## config.mk

```make
export PLATFORM = sky130hd
export DESIGN_NAME = hsv2rgb_factor
export DESIGN_NICKNAME = d
export VERILOG_FILES = /design/src/rtl/hsv2rgb_pkg.sv /design/src/rtl/hsv2rgb_factor.sv
export SDC_FILE = /design/constraint.sdc
export NUM_CORES = 1
export LEC_CHECK = 0
export BUFFER_PORTS_ARGS = -buffer_cell sky130_fd_sc_hd__buf_2
export CAP_MARGIN = 20
export CORE_MARGIN = 1
export CORE_UTILIZATION = 58
export CTS_CLUSTER_SIZE = 8
export DETAILED_ROUTE_END_ITERATION = 6
export PLACE_DENSITY = 0.79
export SYNTH_ARGS = -nofsm -noshare
export SYNTH_HDL_FRONTEND = slang
export SYNTH_SLANG_ARGS = --single-unit
```

## constraint.sdc

```tcl
create_clock -name clk -period 17 [get_ports clk]
set_input_delay 2.55 -clock clk [delete_from_list [all_inputs] [get_ports clk]]
set_output_delay 2.55 -clock clk [all_outputs]
set_load 0.02 [all_outputs]
```

## src/rtl/hsv2rgb_pkg.sv

```systemverilog
// hsv2rgb_pkg: shared types and fixed-point constants for the hsv to rgb converter
// no dependencies; imported by every module of the converter
`default_nettype none

package hsv2rgb_pkg;

  // field widths
  localparam int unsigned HUE_W    = 15;
  localparam int unsigned PCT_W    = 13;
  localparam int unsigned OUT_W    = 12;
  localparam int unsigned REM_W    = 12;
  localparam int unsigned V4080_W  = 25;
  localparam int unsigned FACTOR_W = 25;
  localparam int unsigned PROD_W   = 50;
  localparam int unsigned QUO_W    = 26;
  localparam int unsigned RECIP_W  = 27;
  localparam int unsigned MK_W     = QUO_W + RECIP_W;
  localparam int unsigned LVL_W    = 13;

  // scale constants
  localparam logic [PCT_W-1:0]    PCT_FULL     = 13'd6400;
  localparam logic [REM_W-1:0]    SECTOR_UNITS = 12'd3840;
  localparam logic [OUT_W-1:0]    OUT_FULL     = 12'd4080;
  localparam logic [FACTOR_W-1:0] FULL_FACTOR  = 25'd24576000;

  // full denominator 6400*6400*3840 = 2^24 * 9375, rounded by adding half of it
  localparam logic [PROD_W-1:0] HALF_DEN    = 50'd78643200000;
  localparam int unsigned       DEN_SHIFT   = 24;
  localparam int unsigned       DEN_ODD     = 9375;
  localparam int unsigned       RECIP_SHIFT = 40;
  // ceiling reciprocal of the odd part; exact for every quotient input below 2^26
  localparam logic [RECIP_W-1:0] RECIP_K =
    RECIP_W'(((64'd1 << RECIP_SHIFT) + 64'(DEN_ODD) - 64'd1) / 64'(DEN_ODD));

  // 60 degree hue sectors
  typedef enum logic [2:0] {
    SECT_RED_YEL = 3'd0,
    SECT_YEL_GRN = 3'd1,
    SECT_GRN_CYN = 3'd2,
    SECT_CYN_BLU = 3'd3,
    SECT_BLU_MAG = 3'd4,
    SECT_MAG_RED = 3'd5
  } sector_t;

  typedef struct packed {
    logic [HUE_W-1:0] hue;
    logic [PCT_W-1:0] saturation;
    logic [PCT_W-1:0] brightness;
  } hsv_pixel_t;

  typedef struct packed {
    logic [OUT_W-1:0] red;
    logic [OUT_W-1:0] green;
    logic [OUT_W-1:0] blue;
  } rgb_pixel_t;

  // after the hue split
  typedef struct packed {
    sector_t              sector;
    logic [REM_W-1:0]     rem;
    logic [PCT_W-1:0]     sat;
    logic [V4080_W-1:0]   val4080;
  } split_t;

  // after the saturation factors
  typedef struct packed {
    sector_t               sector;
    logic [V4080_W-1:0]    val4080;
    logic [FACTOR_W-1:0]   fp;
    logic [FACTOR_W-1:0]   fq;
    logic [FACTOR_W-1:0]   ft;
  } factor_t;

endpackage

`default_nettype wire

```

## src/rtl/hsv2rgb_factor.sv

```systemverilog
// hsv2rgb_factor: second pipeline stage, forms the p, q and t saturation factors
// depends on hsv2rgb_pkg
`default_nettype none

module hsv2rgb_factor (
  input  logic                 clk,
  input  logic                 rst_n,
  input  logic                 in_valid,
  input  hsv2rgb_pkg::split_t  in_data,
  output logic                 out_valid,
  output hsv2rgb_pkg::factor_t out_data
);
  import hsv2rgb_pkg::*;

  logic [FACTOR_W-1:0] sat_c;
  logic [REM_W-1:0]    comp_c;
  factor_t             data_nxt;
  factor_t             data_r;
  logic                valid_r;

  // factors in units of 1/(6400*3840)
  always_comb begin
    sat_c  = FACTOR_W'(in_data.sat);
    comp_c = SECTOR_UNITS - in_data.rem;
    data_nxt.sector  = in_data.sector;
    data_nxt.val4080 = in_data.val4080;
    data_nxt.fp      = FULL_FACTOR - sat_c * FACTOR_W'(SECTOR_UNITS);
    data_nxt.fq      = FULL_FACTOR - sat_c * FACTOR_W'(in_data.rem);
    data_nxt.ft      = FULL_FACTOR - sat_c * FACTOR_W'(comp_c);
  end

  // stage valid
  always_ff @(posedge clk) begin
    if (!rst_n) begin
      valid_r <= 1'b0;
    end else begin
      valid_r <= in_valid;
    end
  end

  // stage payload
  always_ff @(posedge clk) begin
    data_r <= data_nxt;
  end

  assign out_valid = valid_r;
  assign out_data  = data_r;

endmodule

`default_nettype wire

```

==> metrics.json <==
{
  "slew_viol_final": 0,
  "worstSetupPathType": "in -> reg",
  "fp.dieArea_mm2": 0.0257,
  "syn-instance-count": 1580,
  "worst_path_max_delay_cell": "sky130_fd_sc_hd__xor2_1",
  "viasPerCell": 5.27,
  "syn-cell-area_mm2": 0.0145,
  "chipWidth_um": 160,
  "routabilityCongestion": 0.828,
  "rsz0062_at_grt": "no",
  "final_net_count": 2167,
  "fp.dieH_um": 160,
  "drt-total-wl_mm": 29.3,
  "grt_start_max_net_pins": 30,
  "post_synth_main_area_contributors": "sky130_fd_sc_hd__fa_1 34%, sky130_fd_sc_hd__ha_1 16%, sky130_fd_sc_hd__dfxtp_1 13%",
  "timing.critical_path.slowest_cell_delay_ns": 0.81,
  "yosysTopAreaCellShare": 0.338,
  "worst_ep_arrival_time_ns": 9.07,
  "route.vias.total": 10600,
  "synth_common_cells": "335 x sky130_fd_sc_hd__inv_1, 245 x sky130_fd_sc_hd__fa_1, 195 x sky130_fd_sc_hd__and2_1, 180 x sky130_fd_sc_hd__ha_1, 133 x sky130_fd_sc_hd__nand2_1",
  "launching_element_type_of_the_critical_path": "primary input",
  "postSynth.topFlopCell": "sky130_fd_sc_hd__dfxtp_1",
  "number_of_i_o_pins": 160,
  "route.detailed.drc": 0,
  "postCtsResizedCells": 0,
  "finalSetupViolations": 0,
  "total_area_of_multi_input_combinational_cells_mm2": 0.0111,
  "endpoint_kind": "register",
  "cp.buffers_inverters": 3,
  "fp.coreArea_mm2": 0.0245,
  "max_cap_violations": 0,
  "cp.required_ns": 17.30,
  "place_ws_ns": 7.96,
  "grt_first_pass_wirelength_mm": 50.4,
  "ys_ff_latch": 95,
  "fp-row-count": 57,
  "final.fill_count": 2072,
  "cts_tree": "done",
  "post_synth_edffs": 0,
  "tritoncts_num_sinks": 95,
  "hold_path_class": "in -> reg",
  "dr.first_iter.drc_count": 517,
  "crit_family": "adder cells",
  "grt-ovfl-total": 0,
  "cts-buffers-inserted": 9,
  "clock_pin_slew_worst_setup_and_hold_paths_ns": 0.08,
  "worst_max_slew_pin_slew_ns": 1.02,
  "final.period_utilization": 0.516,
  "timing.critical_path.fanout_max": 16,
  "synth_sequential_area_ratio": 0.131,
  "floorplan.initialDensity": 0.593,
  "layout.area.seq_mm2": 0.00190,
  "final_layout_size_suffix_gt1_frac": 0.107,
  "place_hpwl_mm": 23.1,
  "ctsHtreeMaxLevel": 3,
  "fin_ws_ns": 8.22,
  "final_layout_setup_total_negative_slack_ns": 0,
  "max_freq_mhz": 114,
  "avgSynthCellArea_um2": 9.18,
  "time_the_final_worst_path_needs_with_i_o_delays_and_setup_ns": 8.78,
  "path_common_cell": "sky130_fd_sc_hd__fa_1",
  "routedWlPerCell_um": 14.5,
  "track_usage": 0.243,
  "drt_first_pass_iters": 5,
  "run_status": "completed",
  "drt.antenna.violating_nets": 0,
  "synth_top_area_cell": "sky130_fd_sc_hd__fa_1",
  "final-hold-violation-count": 0,
  "synth-warning-count": 0,
  "yosysMostFrequentCell": "sky130_fd_sc_hd__inv_1",
  "cts_hold_buf": 0,
  "clock-root-buffer": "sky130_fd_sc_hd__clkbuf_16",
  "cts_buffer_depth": 2,
  "io_buffer_count": 151,
  "number_of_global_route_vias_before_repair": 10900,
  "diodes": 0,
  "worst_slew_margin_rel": 0.315,
  "area_growth_pct": 8.62,
  "asyncSetResetFlopFracSynth": 0,
  "grt_antenna_before_repair": 0,
  "postcts_setup_bufs": 0,
  "netlist-cell-type-count": 57
}
[final cells by class]
class	instances	share of cell area
Inverter	335	0.0798
Clock buffer	9	0.0143
Tap cell	324	0.0257
Sequential cell	95	0.121
Multi-Input combinational cell	1091	0.704
Clock inverter	7	0.00619
Timing Repair Buffer	154	0.0494
[cells in the final DEF, fill, tap and decap left out, drive strengths merged, types with 8 or more instances in the layout]
cell type,Yosys,final
inv,335,340
fa,245,245
and2,195,195
ha,180,180
buf,9,154
nand2,133,133
dfxtp,95,95
a21oi,46,46
xnor2,44,44
nor2,44,44
xor2,28,28
a21o,20,20
o21ai,20,20
nor3,15,15
nand2b,11,11
nand3,11,11
clkbuf,57,9
o21a,8,8
nor2b,8,8
conb,1,8
[cells by family after synthesis]
group | after synthesis | synth area share
fa+ha+maj | 425 | 0.493
other cells | 1 | 0.000258
buf+inv | 401 | 0.106
mux | 2 | 0.00147
compound gates | 139 | 0.0648
xor+xnor | 72 | 0.0435
simple gates | 445 | 0.160
flops | 95 | 0.131
[metrics by stage]
| step | utilization | instances | hold slack (ns) | cell area (um2) |
|---|---|---|---|---|
| 2_1_floorplan | - | 1587 | 2.58 | 14500 |
| 6_report | 0.644 | 2015 | 2.28 | 15800 |
| 3_3_place_gp | 0.631 | 1997 | 2.65 | 15400 |
| 5_1_grt | 0.644 | 2015 | 2.26 | 15800 |
| 4_1_cts | 0.644 | 2013 | 2.26 | 15700 |
| 3_5_place_dp | 0.631 | 1997 | 2.65 | 15400 |
[sequential cells by signal, indices dropped and copies added (netlist names)]
register	cells
out_data	94
out_valid	1
[final timing paths]
path	start	end	slack (ns)	depth (start not counted)
setup / recovery	in_data[41]	out_data[24]	8.22	25
hold / removal	in_data[19]	out_data[94]	2.28	1
[routing by layer]
metal  track usage  share of wire  vias up
met1         0.309           0.42     5312
met3        0.0306          0.047       31
li1              -              -     4990
met4        0.0615          0.016        0
met5             0              0        -
met2         0.436           0.52      277
Power is not shown: default switching activity piles up to over one toggle a cycle in this logic, so the estimate is an artifact.
