===== config.mk =====
export PLATFORM = sky130hd
export DESIGN_NAME = hsv2rgb_scale
export DESIGN_NICKNAME = d
export VERILOG_FILES = /design/src/rtl/hsv2rgb_pkg.sv /design/src/rtl/hsv2rgb_scale.sv
export SDC_FILE = /design/constraint.sdc
export NUM_CORES = 2
export LEC_CHECK = 0
export BUFFER_PORTS_ARGS = -buffer_cell sky130_fd_sc_hd__buf_2
export CAP_MARGIN = 20
export CORE_UTILIZATION = 60
export CTS_CLUSTER_DIAMETER = 120
export CTS_CLUSTER_SIZE = 28
export DETAILED_ROUTE_END_ITERATION = 10
export PLACE_DENSITY = 0.76
export SETUP_SLACK_MARGIN = 0.05
export SLEW_MARGIN = 20
export SYNTH_ARGS = -nofsm -noshare
export SYNTH_HDL_FRONTEND = slang
export SYNTH_SLANG_ARGS = --single-unit

===== constraint.sdc =====
create_clock -name clk -period 11.7 [get_ports clk]
set_clock_uncertainty 0.15 [all_clocks]
set_input_delay 1.755 -clock clk [delete_from_list [all_inputs] [get_ports clk]]
set_output_delay 1.755 -clock clk [all_outputs]
set_load 0.02 [all_outputs]

===== src/rtl/hsv2rgb_pkg.sv =====
// hsv2rgb_pkg: shared types and fixed-point constants for the hsv to rgb converter
// no dependencies; imported by every module of the converter
`default_nettype none

package hsv2rgb_pkg;

  // field widths
  localparam int unsigned HUE_W    = 15;
  localparam int unsigned PCT_W    = 13;
  localparam int unsigned OUT_W    = 12;
  localparam int unsigned REM_W    = 12;
  localparam int unsigned V4080_W  = 25;
  localparam int unsigned FACTOR_W = 25;
  localparam int unsigned PROD_W   = 50;
  localparam int unsigned QUO_W    = 26;
  localparam int unsigned RECIP_W  = 27;
  localparam int unsigned MK_W     = QUO_W + RECIP_W;
  localparam int unsigned LVL_W    = 13;

  // scale constants
  localparam logic [PCT_W-1:0]    PCT_FULL     = 13'd6400;
  localparam logic [REM_W-1:0]    SECTOR_UNITS = 12'd3840;
  localparam logic [OUT_W-1:0]    OUT_FULL     = 12'd4080;
  localparam logic [FACTOR_W-1:0] FULL_FACTOR  = 25'd24576000;

  // full denominator 6400*6400*3840 = 2^24 * 9375, rounded by adding half of it
  localparam logic [PROD_W-1:0] HALF_DEN    = 50'd78643200000;
  localparam int unsigned       DEN_SHIFT   = 24;
  localparam int unsigned       DEN_ODD     = 9375;
  localparam int unsigned       RECIP_SHIFT = 40;
  // ceiling reciprocal of the odd part; exact for every quotient input below 2^26
  localparam logic [RECIP_W-1:0] RECIP_K =
    RECIP_W'(((64'd1 << RECIP_SHIFT) + 64'(DEN_ODD) - 64'd1) / 64'(DEN_ODD));

  // 60 degree hue sectors
  typedef enum logic [2:0] {
    SECT_RED_YEL = 3'd0,
    SECT_YEL_GRN = 3'd1,
    SECT_GRN_CYN = 3'd2,
    SECT_CYN_BLU = 3'd3,
    SECT_BLU_MAG = 3'd4,
    SECT_MAG_RED = 3'd5
  } sector_t;

  typedef struct packed {
    logic [HUE_W-1:0] hue;
    logic [PCT_W-1:0] saturation;
    logic [PCT_W-1:0] brightness;
  } hsv_pixel_t;

  typedef struct packed {
    logic [OUT_W-1:0] red;
    logic [OUT_W-1:0] green;
    logic [OUT_W-1:0] blue;
  } rgb_pixel_t;

  // after the hue split
  typedef struct packed {
    sector_t              sector;
    logic [REM_W-1:0]     rem;
    logic [PCT_W-1:0]     sat;
    logic [V4080_W-1:0]   val4080;
  } split_t;

  // after the saturation factors
  typedef struct packed {
    sector_t               sector;
    logic [V4080_W-1:0]    val4080;
    logic [FACTOR_W-1:0]   fp;
    logic [FACTOR_W-1:0]   fq;
    logic [FACTOR_W-1:0]   ft;
  } factor_t;

endpackage

`default_nettype wire


===== src/rtl/hsv2rgb_scale.sv =====
// hsv2rgb_scale: three register stages that scale one factor by brightness and divide
// by the full denominator with round to nearest; depends on hsv2rgb_pkg
`default_nettype none

module hsv2rgb_scale (
  input  logic                                clk,
  input  logic [hsv2rgb_pkg::V4080_W-1:0]     val4080,
  input  logic [hsv2rgb_pkg::FACTOR_W-1:0]    factor,
  output logic [hsv2rgb_pkg::OUT_W-1:0]       level
);
  import hsv2rgb_pkg::*;

  logic [PROD_W-1:0] prod_nxt;
  logic [PROD_W-1:0] prod_r;
  logic [PROD_W-1:0] sum_c;
  logic [QUO_W-1:0]  quo_nxt;
  logic [QUO_W-1:0]  quo_r;
  logic [MK_W-1:0]   mk_nxt;
  logic [MK_W-1:0]   mk_r;
  logic [LVL_W-1:0]  lvl_c;

  // numerator, drop the power-of-two part of the denominator, reciprocal multiply
  always_comb begin
    prod_nxt = PROD_W'(val4080) * PROD_W'(factor);
    sum_c    = prod_r + HALF_DEN;
    quo_nxt  = sum_c[DEN_SHIFT +: QUO_W];
    mk_nxt   = MK_W'(quo_r) * MK_W'(RECIP_K);
    lvl_c    = mk_r[RECIP_SHIFT +: LVL_W];
    level    = (lvl_c > LVL_W'(OUT_FULL)) ? OUT_FULL : lvl_c[OUT_W-1:0];
  end

  // payload stages
  always_ff @(posedge clk) begin
    prod_r <= prod_nxt;
    quo_r  <= quo_nxt;
    mk_r   <= mk_nxt;
  end

endmodule

`default_nettype wire

==> flow_metrics.env <==
export IMPL_status="complete, no violations"
export IMPL_dr_wl_met3_um=6610
export IMPL_r2r_start="quo_r[17]$_DFF_P_"
export IMPL_gr_total_overflow=0
export IMPL_cp_max_fo=25
export IMPL_wire_per_inst_um=18.4
export IMPL_final_nets=4815
export IMPL_wl_met1_um=32600
export IMPL_die_area_um2=56900
export IMPL_setup_viol=0
export IMPL_antenna_left=0
export IMPL_synth_common_cells="1,003 x inv_1, 816 x fa_1, 417 x ha_1"
export IMPL_post_cts_buffers=0
export IMPL_first_pass_iters=5
export IMPL_drc=0
export IMPL_area_growth_pct=3.45
export IMPL_drive_above_1_share_pct=2.97
export IMPL_synth_edf_count=0
export IMPL_final_max_slew_viol_count=0
export IMPL_crit_type="input port to register"
export IMPL_hold_path_startpoint="prod_r[41]$_DFF_P_"
export IMPL_ys_types=66
export IMPL_min_period_ns=8.42
export IMPL_synth_area_um2=33600
export IMPL_hold_end="quo_r[17]$_DFF_P_"
export IMPL_worst_pin_slew_ns=0.850
export IMPL_clock_fmax_mhz=119
export IMPL_rsz0062_at_grt="false"
export IMPL_async_flop_share_pct=0
export IMPL_antenna_found_initial=1
export IMPL_dp_hpwl_um=67000
export IMPL_syn_nets=4847
export IMPL_synth_main_ff_cell="dfxtp_1"
export IMPL_htreeDepth=3
export IMPL_ys_top_cells_by_area="fa_1 49%, ha_1 16%, inv_1 11%, and2_1 6.4%, dfxtp_1 3.9%"
export IMPL_port_buffers=62
export IMPL_core_area_um2=55200
export IMPL_cp_start_kind="input port"
export IMPL_dr_first_iter_drc_count=1392
export IMPL_fin_crit_sh_pct=71.9
export IMPL_reg2reg_depth=20
export IMPL_r2r_slack_ns=4.10
export IMPL_hold_path_depth=1
export IMPL_vias=23200
export IMPL_cts_tree="built"
export IMPL_synth_warnings=0
export IMPL_timing_slew_headroom_pct=43.2
export IMPL_die_h_um=239
export IMPL_ys_seq_area_share_pct=3.93
export IMPL_vias_per_cell=5.42
export IMPL_synth_seq_cells=66
export IMPL_rows=86
export IMPL_io_pins=63
export IMPL_grt_use_total_pct=29.6
export IMPL_cap_violations=0
export IMPL_routabilityCongestion=0.967
export IMPL_ctsResizeCount=0
export IMPL_hold_violations=0
export IMPL_hold_path_class="register to register"
export IMPL_clk_pin_slew_ns=0.06
export IMPL_syn_area_per_cell_um2=9.42
export IMPL_grt_max_degree=26
export IMPL_yosysTopAreaCell="fa_1"
export IMPL_yosysTopAreaCellShare_pct=48.6
export IMPL_netlist_instances=3563
export IMPL_grt_pass1_vias=25500
export IMPL_cts_buffers=9
export IMPL_postRouteWirelength_um=78800
export IMPL_synth_most_common_cell="inv_1"
export IMPL_clock_sinks=66
export IMPL_grt_pass1_wl_um=131000
export IMPL_cts_root_buf="clkbuf_16"
export IMPL_die_w_um=239
export IMPL_cts_hold_buffers=0
export IMPL_cp_arrival_ns=8.51
export IMPL_clock_path_buffers=2
export IMPL_top_layer="met4"
export IMPL_fin_setup_tns_ns=0
export IMPL_clock_latency_ns=0.33
export IMPL_met2_wirelength_um=37400
export IMPL_critPathRequiredTime_ns=11.80
export IMPL_r2r_end="mk_r[50]$_DFF_P_"
export IMPL_endpoint_kind="register"
export IMPL_initial_core_util_pct=60.8
[metrics by stage]
step | utilization [%] | setup WS (ns) | hold slack (ns) | cell area (um2) | instances
after global placement | 62.4 | 3.05 | 0.282 | 34400 | 4268
after global routing | 62.9 | 2.94 | 0.322 | 34700 | 4285
after floorplan | - | 3.80 | 0.263 | 33600 | 3563
after CTS | 62.9 | 3.29 | 0.295 | 34700 | 4284
after detailed placement | 62.4 | 2.95 | 0.286 | 34400 | 4268
final | 62.9 | 3.28 | 0.295 | 34700 | 4286
[cell families after synthesis]
group           count (synthesis)  synth area share, %
simple gates                  854                 13.0
flops                          66                 3.93
buf+inv                      1108                 12.4
compound gates                235                 4.76
fa+ha+maj                    1233                 64.2
mux                             2               0.0633
xor+xnor                       65                 1.70
[state kept, by name, summed over array words and instances, names as in the netlist]
signal and count:
prod_r 27, mk_r 13, quo_r 26
[area by class of cell]
type                            instances  area (um2)
Multi-Input combinational cell       2389       28100
Fill cell                            4595       20500
Inverter                             1003        3760
Sequential cell                        66        1320
Tap cell                              748         936
Timing Repair Buffer                   62         310
Clock buffer                            9         225
Clock inverter                          7        77.6
Antenna cell                            2        5.00
[layer usage]
metal	vias up	GRT usage, %
met5	-	0
met3	140	5.05
met2	937	48.9
met1	11700	40.6
li1	10400	-
met4	0	7.85
[critical path, cell delays in order]
cell and delay [ns]:
buf_2 0.49, nand2_1 0.17, fa_1 0.54, inv_1 0.05
fa_1 0.48, inv_1 0.06, fa_1 0.50, fa_1 0.53
inv_1 0.06, fa_1 0.48, fa_1 0.49, inv_1 0.05
fa_1 0.47, inv_1 0.04, ha_1 0.37, nand4_1 0.15
nor3_1 0.21, nor2_1 0.06, o2bb2ai_1 0.14, nor3b_1 0.72
o21ai_0 0.28, a211o_1 0.31, o211ai_1 0.09
[how the worst max path moves through the flow]
stage	cells past startpoint	endpoint	slack, ns	start
floorplan	23	prod_r[48]$_DFF_P_	3.80	val4080[10]
detailed placement	23	prod_r[47]$_DFF_P_	2.95	val4080[14]
global placement	22	prod_r[47]$_DFF_P_	3.05	val4080[18]
finish	23	prod_r[47]$_DFF_P_	3.28	val4080[13]
CTS	23	prod_r[47]$_DFF_P_	3.29	factor[4]
global route	23	prod_r[49]$_DFF_P_	2.94	val4080[13]
[cells in the final DEF (no fill, tap or decap), drive strengths merged, types with 4 or more instances in the layout]
cell,synthesis,layout
dfxtp,66,66
nor2b,12,12
nand2b,8,8
ha,417,417
a211o,5,5
nand4,15,15
xor2,21,21
a2111oi,4,4
o21ai,39,39
or2,11,11
nand2,345,345
a21o,34,34
and4,4,4
o21bai,13,13
and3,16,16
nand3,23,23
inv,1003,1005
xnor2,44,44
and2,344,344
a31oi,15,15
a21oi,69,69
nor2,43,43
o211ai,8,8
nor3,17,17
or3,6,6
clkinv,0,4
nor4,4,4
o21a,5,5
fa,816,816
clkbuf,104,9
a221oi,4,4
a211oi,9,9
buf,1,62
Power is left out: the tool's default activity adds up to more than one toggle a clock period on the data nets, which glitch-free logic cannot reach.
