## src/rtl/hsv2rgb_pkg.sv

```systemverilog
// hsv2rgb_pkg: shared types and fixed-point constants for the hsv to rgb converter
// no dependencies; imported by every module of the converter
`default_nettype none

package hsv2rgb_pkg;

  // field widths
  localparam int unsigned HUE_W    = 15;
  localparam int unsigned PCT_W    = 13;
  localparam int unsigned OUT_W    = 12;
  localparam int unsigned REM_W    = 12;
  localparam int unsigned V4080_W  = 25;
  localparam int unsigned FACTOR_W = 25;
  localparam int unsigned PROD_W   = 50;
  localparam int unsigned QUO_W    = 26;
  localparam int unsigned RECIP_W  = 27;
  localparam int unsigned MK_W     = QUO_W + RECIP_W;
  localparam int unsigned LVL_W    = 13;

  // scale constants
  localparam logic [PCT_W-1:0]    PCT_FULL     = 13'd6400;
  localparam logic [REM_W-1:0]    SECTOR_UNITS = 12'd3840;
  localparam logic [OUT_W-1:0]    OUT_FULL     = 12'd4080;
  localparam logic [FACTOR_W-1:0] FULL_FACTOR  = 25'd24576000;

  // full denominator 6400*6400*3840 = 2^24 * 9375, rounded by adding half of it
  localparam logic [PROD_W-1:0] HALF_DEN    = 50'd78643200000;
  localparam int unsigned       DEN_SHIFT   = 24;
  localparam int unsigned       DEN_ODD     = 9375;
  localparam int unsigned       RECIP_SHIFT = 40;
  // ceiling reciprocal of the odd part; exact for every quotient input below 2^26
  localparam logic [RECIP_W-1:0] RECIP_K =
    RECIP_W'(((64'd1 << RECIP_SHIFT) + 64'(DEN_ODD) - 64'd1) / 64'(DEN_ODD));

  // 60 degree hue sectors
  typedef enum logic [2:0] {
    SECT_RED_YEL = 3'd0,
    SECT_YEL_GRN = 3'd1,
    SECT_GRN_CYN = 3'd2,
    SECT_CYN_BLU = 3'd3,
    SECT_BLU_MAG = 3'd4,
    SECT_MAG_RED = 3'd5
  } sector_t;

  typedef struct packed {
    logic [HUE_W-1:0] hue;
    logic [PCT_W-1:0] saturation;
    logic [PCT_W-1:0] brightness;
  } hsv_pixel_t;

  typedef struct packed {
    logic [OUT_W-1:0] red;
    logic [OUT_W-1:0] green;
    logic [OUT_W-1:0] blue;
  } rgb_pixel_t;

  // after the hue split
  typedef struct packed {
    sector_t              sector;
    logic [REM_W-1:0]     rem;
    logic [PCT_W-1:0]     sat;
    logic [V4080_W-1:0]   val4080;
  } split_t;

  // after the saturation factors
  typedef struct packed {
    sector_t               sector;
    logic [V4080_W-1:0]    val4080;
    logic [FACTOR_W-1:0]   fp;
    logic [FACTOR_W-1:0]   fq;
    logic [FACTOR_W-1:0]   ft;
  } factor_t;

endpackage

`default_nettype wire

```

## src/rtl/hsv2rgb_split.sv

```systemverilog
// hsv2rgb_split: first pipeline stage, clamps inputs and splits hue into sector and remainder
// depends on hsv2rgb_pkg
`default_nettype none

module hsv2rgb_split (
  input  logic                    clk,
  input  logic                    rst_n,
  input  logic                    in_valid,
  input  hsv2rgb_pkg::hsv_pixel_t in_pixel,
  output logic                    out_valid,
  output hsv2rgb_pkg::split_t     out_data
);
  import hsv2rgb_pkg::*;

  localparam int MAX_TURNS = (1 << HUE_W) / SECTOR_UNITS;

  logic [PCT_W-1:0]   sat_c;
  logic [PCT_W-1:0]   val_c;
  logic [3:0]         turn_c;
  logic [HUE_W-1:0]   base_c;
  logic [2:0]         sect_c;
  split_t             data_nxt;
  split_t             data_r;
  logic               valid_r;

  // clamp, count whole sectors, take remainder
  always_comb begin
    sat_c = (in_pixel.saturation > PCT_FULL) ? PCT_FULL : in_pixel.saturation;
    val_c = (in_pixel.brightness > PCT_FULL) ? PCT_FULL : in_pixel.brightness;
    turn_c = 4'd0;
    for (int k = 1; k <= MAX_TURNS; k++) begin
      if (in_pixel.hue >= HUE_W'(k * SECTOR_UNITS)) begin
        turn_c = turn_c + 4'd1;
      end
    end
    base_c = HUE_W'(turn_c) * HUE_W'(SECTOR_UNITS);
    sect_c = (turn_c >= 4'd6) ? 3'(turn_c - 4'd6) : turn_c[2:0];
    data_nxt.sector  = sector_t'(sect_c);
    data_nxt.rem     = REM_W'(in_pixel.hue - base_c);
    data_nxt.sat     = sat_c;
    data_nxt.val4080 = V4080_W'(val_c) * V4080_W'(OUT_FULL);
  end

  // stage valid
  always_ff @(posedge clk) begin
    if (!rst_n) begin
      valid_r <= 1'b0;
    end else begin
      valid_r <= in_valid;
    end
  end

  // stage payload
  always_ff @(posedge clk) begin
    data_r <= data_nxt;
  end

  assign out_valid = valid_r;
  assign out_data  = data_r;

endmodule

`default_nettype wire

```

## config.mk

```make
export PLATFORM = sky130hd
export DESIGN_NAME = hsv2rgb_split
export DESIGN_NICKNAME = d
export VERILOG_FILES = /design/src/rtl/hsv2rgb_pkg.sv /design/src/rtl/hsv2rgb_split.sv
export SDC_FILE = /design/constraint.sdc
export NUM_CORES = 1
export LEC_CHECK = 0
export ABC_AREA = 1
export ABC_CLOCK_PERIOD_IN_PS = 8700
export BUFFER_PORTS_ARGS = -buffer_cell sky130_fd_sc_hd__clkbuf_2
export CORE_MARGIN = 2
export CORE_UTILIZATION = 60
export DETAILED_ROUTE_END_ITERATION = 8
export PLACE_DENSITY = 0.86
export SYNTH_ARGS = -nofsm -noshare
export SYNTH_HDL_FRONTEND = slang
export SYNTH_SLANG_ARGS = --single-unit
```

## constraint.sdc

```tcl
create_clock -name clk -period 8.7 [get_ports clk]
set_input_delay 0.435 -clock clk [delete_from_list [all_inputs] [get_ports clk]]
set_output_delay 0.435 -clock clk [all_outputs]
set_load 0.01 [all_outputs]
```

==> run_results.csv <==
group,metric,value,unit
yosys,synth_cell_types,33,
yosys,synth_seq_cells,50,
yosys,synth.area.mux_share,0,%
timing,tightest_slew,0.639,ns
timing,finalCritPeriodShare,65.0,%
power,p_int,0.918,mW
routing,firstDrtPassIters,4,
finish,nNetsFinal,836,
grt,grt_usage,21.8,%
critical_path,crit_chain,"clkbuf_2 > nand2_1 > nor4_1 > nand3_1 > nand2_1 > inv_1 > nor2_1 > fa_1 > fa_1 > inv_1 > fa_1 > inv_1 > fa_1 > inv_1 > ha_1 > nand4_1 > o41ai_1 > a21oi_1 > o21ai_0 > xor2_1",
run,maxCapViolCount,0,
clock_tree,cts_setup_buffers,0,
critical_path,cpPeakStageDelay,0.63,ns
grt,antenna_found_initial,0,
yosys,synth_compound_area_share,6.71,%
critical_path,cp-end-kind,"register",
yosys,syn-instance-count,589,
clock_tree,cts-root-buf,"clkbuf_8",
timing,rsz0062_at_grt,"no",
routing,wl_per_cell,11.4,um
finish,area.growth.synth_to_final,13.9,%
placement,post-place-ws,2.67,ns
power,p_seq_share,18.7,%
yosys,synth_fa_ha_area_share,37.1,%
clock_tree,cts_max_path_buffers,2,
critical_path,crit_path_top_delay_cell,"o41ai_1",
clock_tree,cts_buffers,5,
routing,drtAntennaViolNets,0,
yosys,synth-simple-area-share,15.9,%
routing,drt_iter0_drc,124,
critical_path,arrival,5.90,ns
yosys,synth-xor-area-share,4.25,%
timing,slew_viol_final,0,
grt,grt-ovfl-total,0,
timing,clock.fmax,177,MHz
routing,drc_errors,0,
placement,place_area,0.00527,mm^2
die,start_util,61.3,%
finish,layout.cells.most_common_list,"inv_1, clkbuf_2, nand2_1, ha_1, fa_1",
critical_path,critPathMaxFanout,9,
routing,vias,3803,
clock_tree,cts_hold_buffers,0,
placement,dp_hpwl,8020,um
worst_hold_path,holdPathStages,1,
clock_tree,post_cts_resized,0,
die,die_h,92.6,um
finish,finalNonFillerCells,787,
outcome,status,"complete, no violations",
power,p_leak,3.20,nW
finish,stdcell_area,0.00537,mm^2
timing,slew_headroom,57.3,%
power,clkPwrFrac,7.9,%
critical_path,cp-start-kind,"primary input",
placement,place_inst,779,
yosys,synthesis.area,0.00471,mm^2
yosys,yosysWarningCount,0,
die,core,0.00769,mm^2
timing,setup_tns,0,ns
worst_hold_path,hp-class,"primary input to register",
yosys,syn-mean-instance-area,8.00,um^2
power,swShare,48.9,%
clock_tree,cts_tree,"built",
power,p_sw,0.877,mW
grt,grt_pass1_vias,3773,
power,comb_power_share,73.4,%
timing,hold_viol,0,
clock_tree,h-tree-depth,2,
timing,min_period,5.66,ns
clock_tree,clock-sinks,50,
finish,final_layout_size_suffix_gt1_share,17.8,%
grt,grt_max_degree,19,
die,dieArea,0.00858,mm^2
placement,gp_congestion,0.938,
routing,vias_per_cell,4.83,
timing,fin_ws,3.04,ns
routing,wirelength,8960,um
clock_tree,clk_pin_slew,0.10,ns
finish,final_common_cell,"inv_1",
power,powerDensity,334,mW/mm^2
die,num_io_pins,98,
finish,fillers,614,
critical_path,cp.required,8.94,ns
finish,n_antenna_cell,0,
placement,io_buffers,93,
timing,setup_violations,0,
yosys,synth_top_family_by_area,"adder cells",
die,die_x,92.6,um
die,rows,32,
grt,grt_pass1_wl,15500,um
critical_path,critical_path_class,"primary input to register",
yosys,ys_seq_area_share,21.2,%
power,ir_drop,0.187,mV
per-stage QoR:
stage	hold slack (ns)	power, mW	util [%]
floorplan	0.463	1.35	-
global placement	0.538	1.62	68.6
detailed placement	0.540	1.66	68.6
CTS	0.216	1.81	69.9
global route	0.200	2.02	69.9
finish	0.226	1.80	69.9
power by group through the flow:
stage               combinational, mW  clock [mW]  sequential, mW
floorplan                       0.977           0           0.375
global placement                 1.27           0           0.341
detailed placement               1.32           0           0.343
CTS                              1.33       0.147           0.338
global route                     1.52       0.158           0.342
finish                           1.32       0.141           0.336
critical path: cells and delay by family:
family          cells  cell delay (ns)
compound gates      3             0.99
xor+xnor            1             0.15
fa+ha+maj           5             2.53
buf+inv             5             0.50
simple gates        6             1.27
area by class of cell:
class	count	area [um^2]	area share, %
Multi-Input combinational cell	361	3030	56.4
Inverter	173	649	12.1
Clock buffer	5	68.8	1.28
Tap cell	102	128	2.38
Timing Repair Buffer	93	465	8.67
Clock inverter	3	28.8	0.536
Sequential cell	50	1000	18.6
path summary, 6_finish.rpt:
check | start | endpoint | slack [ns]
worst min-delay path | in_pixel[31] | out_data[43] | 0.23
worst max-delay path | in_pixel[12] | out_data[23] | 3.04
registers in the layout, indices dropped and copies added, names as in the netlist:
name       cells
out_data      49
out_valid      1
kinds of logic (layout without fill, tap and decap cells):
group                      after synthesis  in the layout
AOI/OAI and AO/OA                       56             56
xor gates and xnor gates                22             22
adders and majority gates              108            108
buffers and inverters                  181            274
DFF                                     50             50
other                                    1              4
and+or+nand+nor                        171            171
metal layers:
layer	wire (um)	global-route usage, %	vias to the layer above
met1	3800	26.5	1755
met2	4640	41.7	107
met5	0	0	-
met4	70	4.41	0
li1	-	-	1933
met3	449	2.28	8
Yosys cell counts:
cell	count	area, um^2
nand2_1	90	338
xnor2_1	6	52.6
o21ai_2	1	8.76
or2_2	1	6.26
nand3_1	19	95.1
dfxtp_1	50	1000
o41ai_1	1	8.76
nand4_1	5	31.3
ha_1	55	688
nor2_1	36	135
nand3_2	5	50.1
fa_1	53	1060
conb_1	1	3.75
nand2_2	10	62.6
o21ai_0	14	70.1
o21ai_1	2	10.0
clkbuf_1	4	15.0
xnor2_2	1	16.3
a21oi_2	1	8.76
nor4_1	3	18.8
a21o_1	3	22.5
o211ai_1	1	7.51
a21oi_1	26	130
o21bai_1	4	30.0
or2_1	1	6.26
clkinv_1	1	3.75
a31oi_1	2	12.5
xor2_1	15	131
inv_2	2	7.51
o21a_1	1	7.51
and2_1	1	6.26
inv_1	170	638
buf_4	4	30.0
No activity file was read; power rests on OpenSTA's default activity.
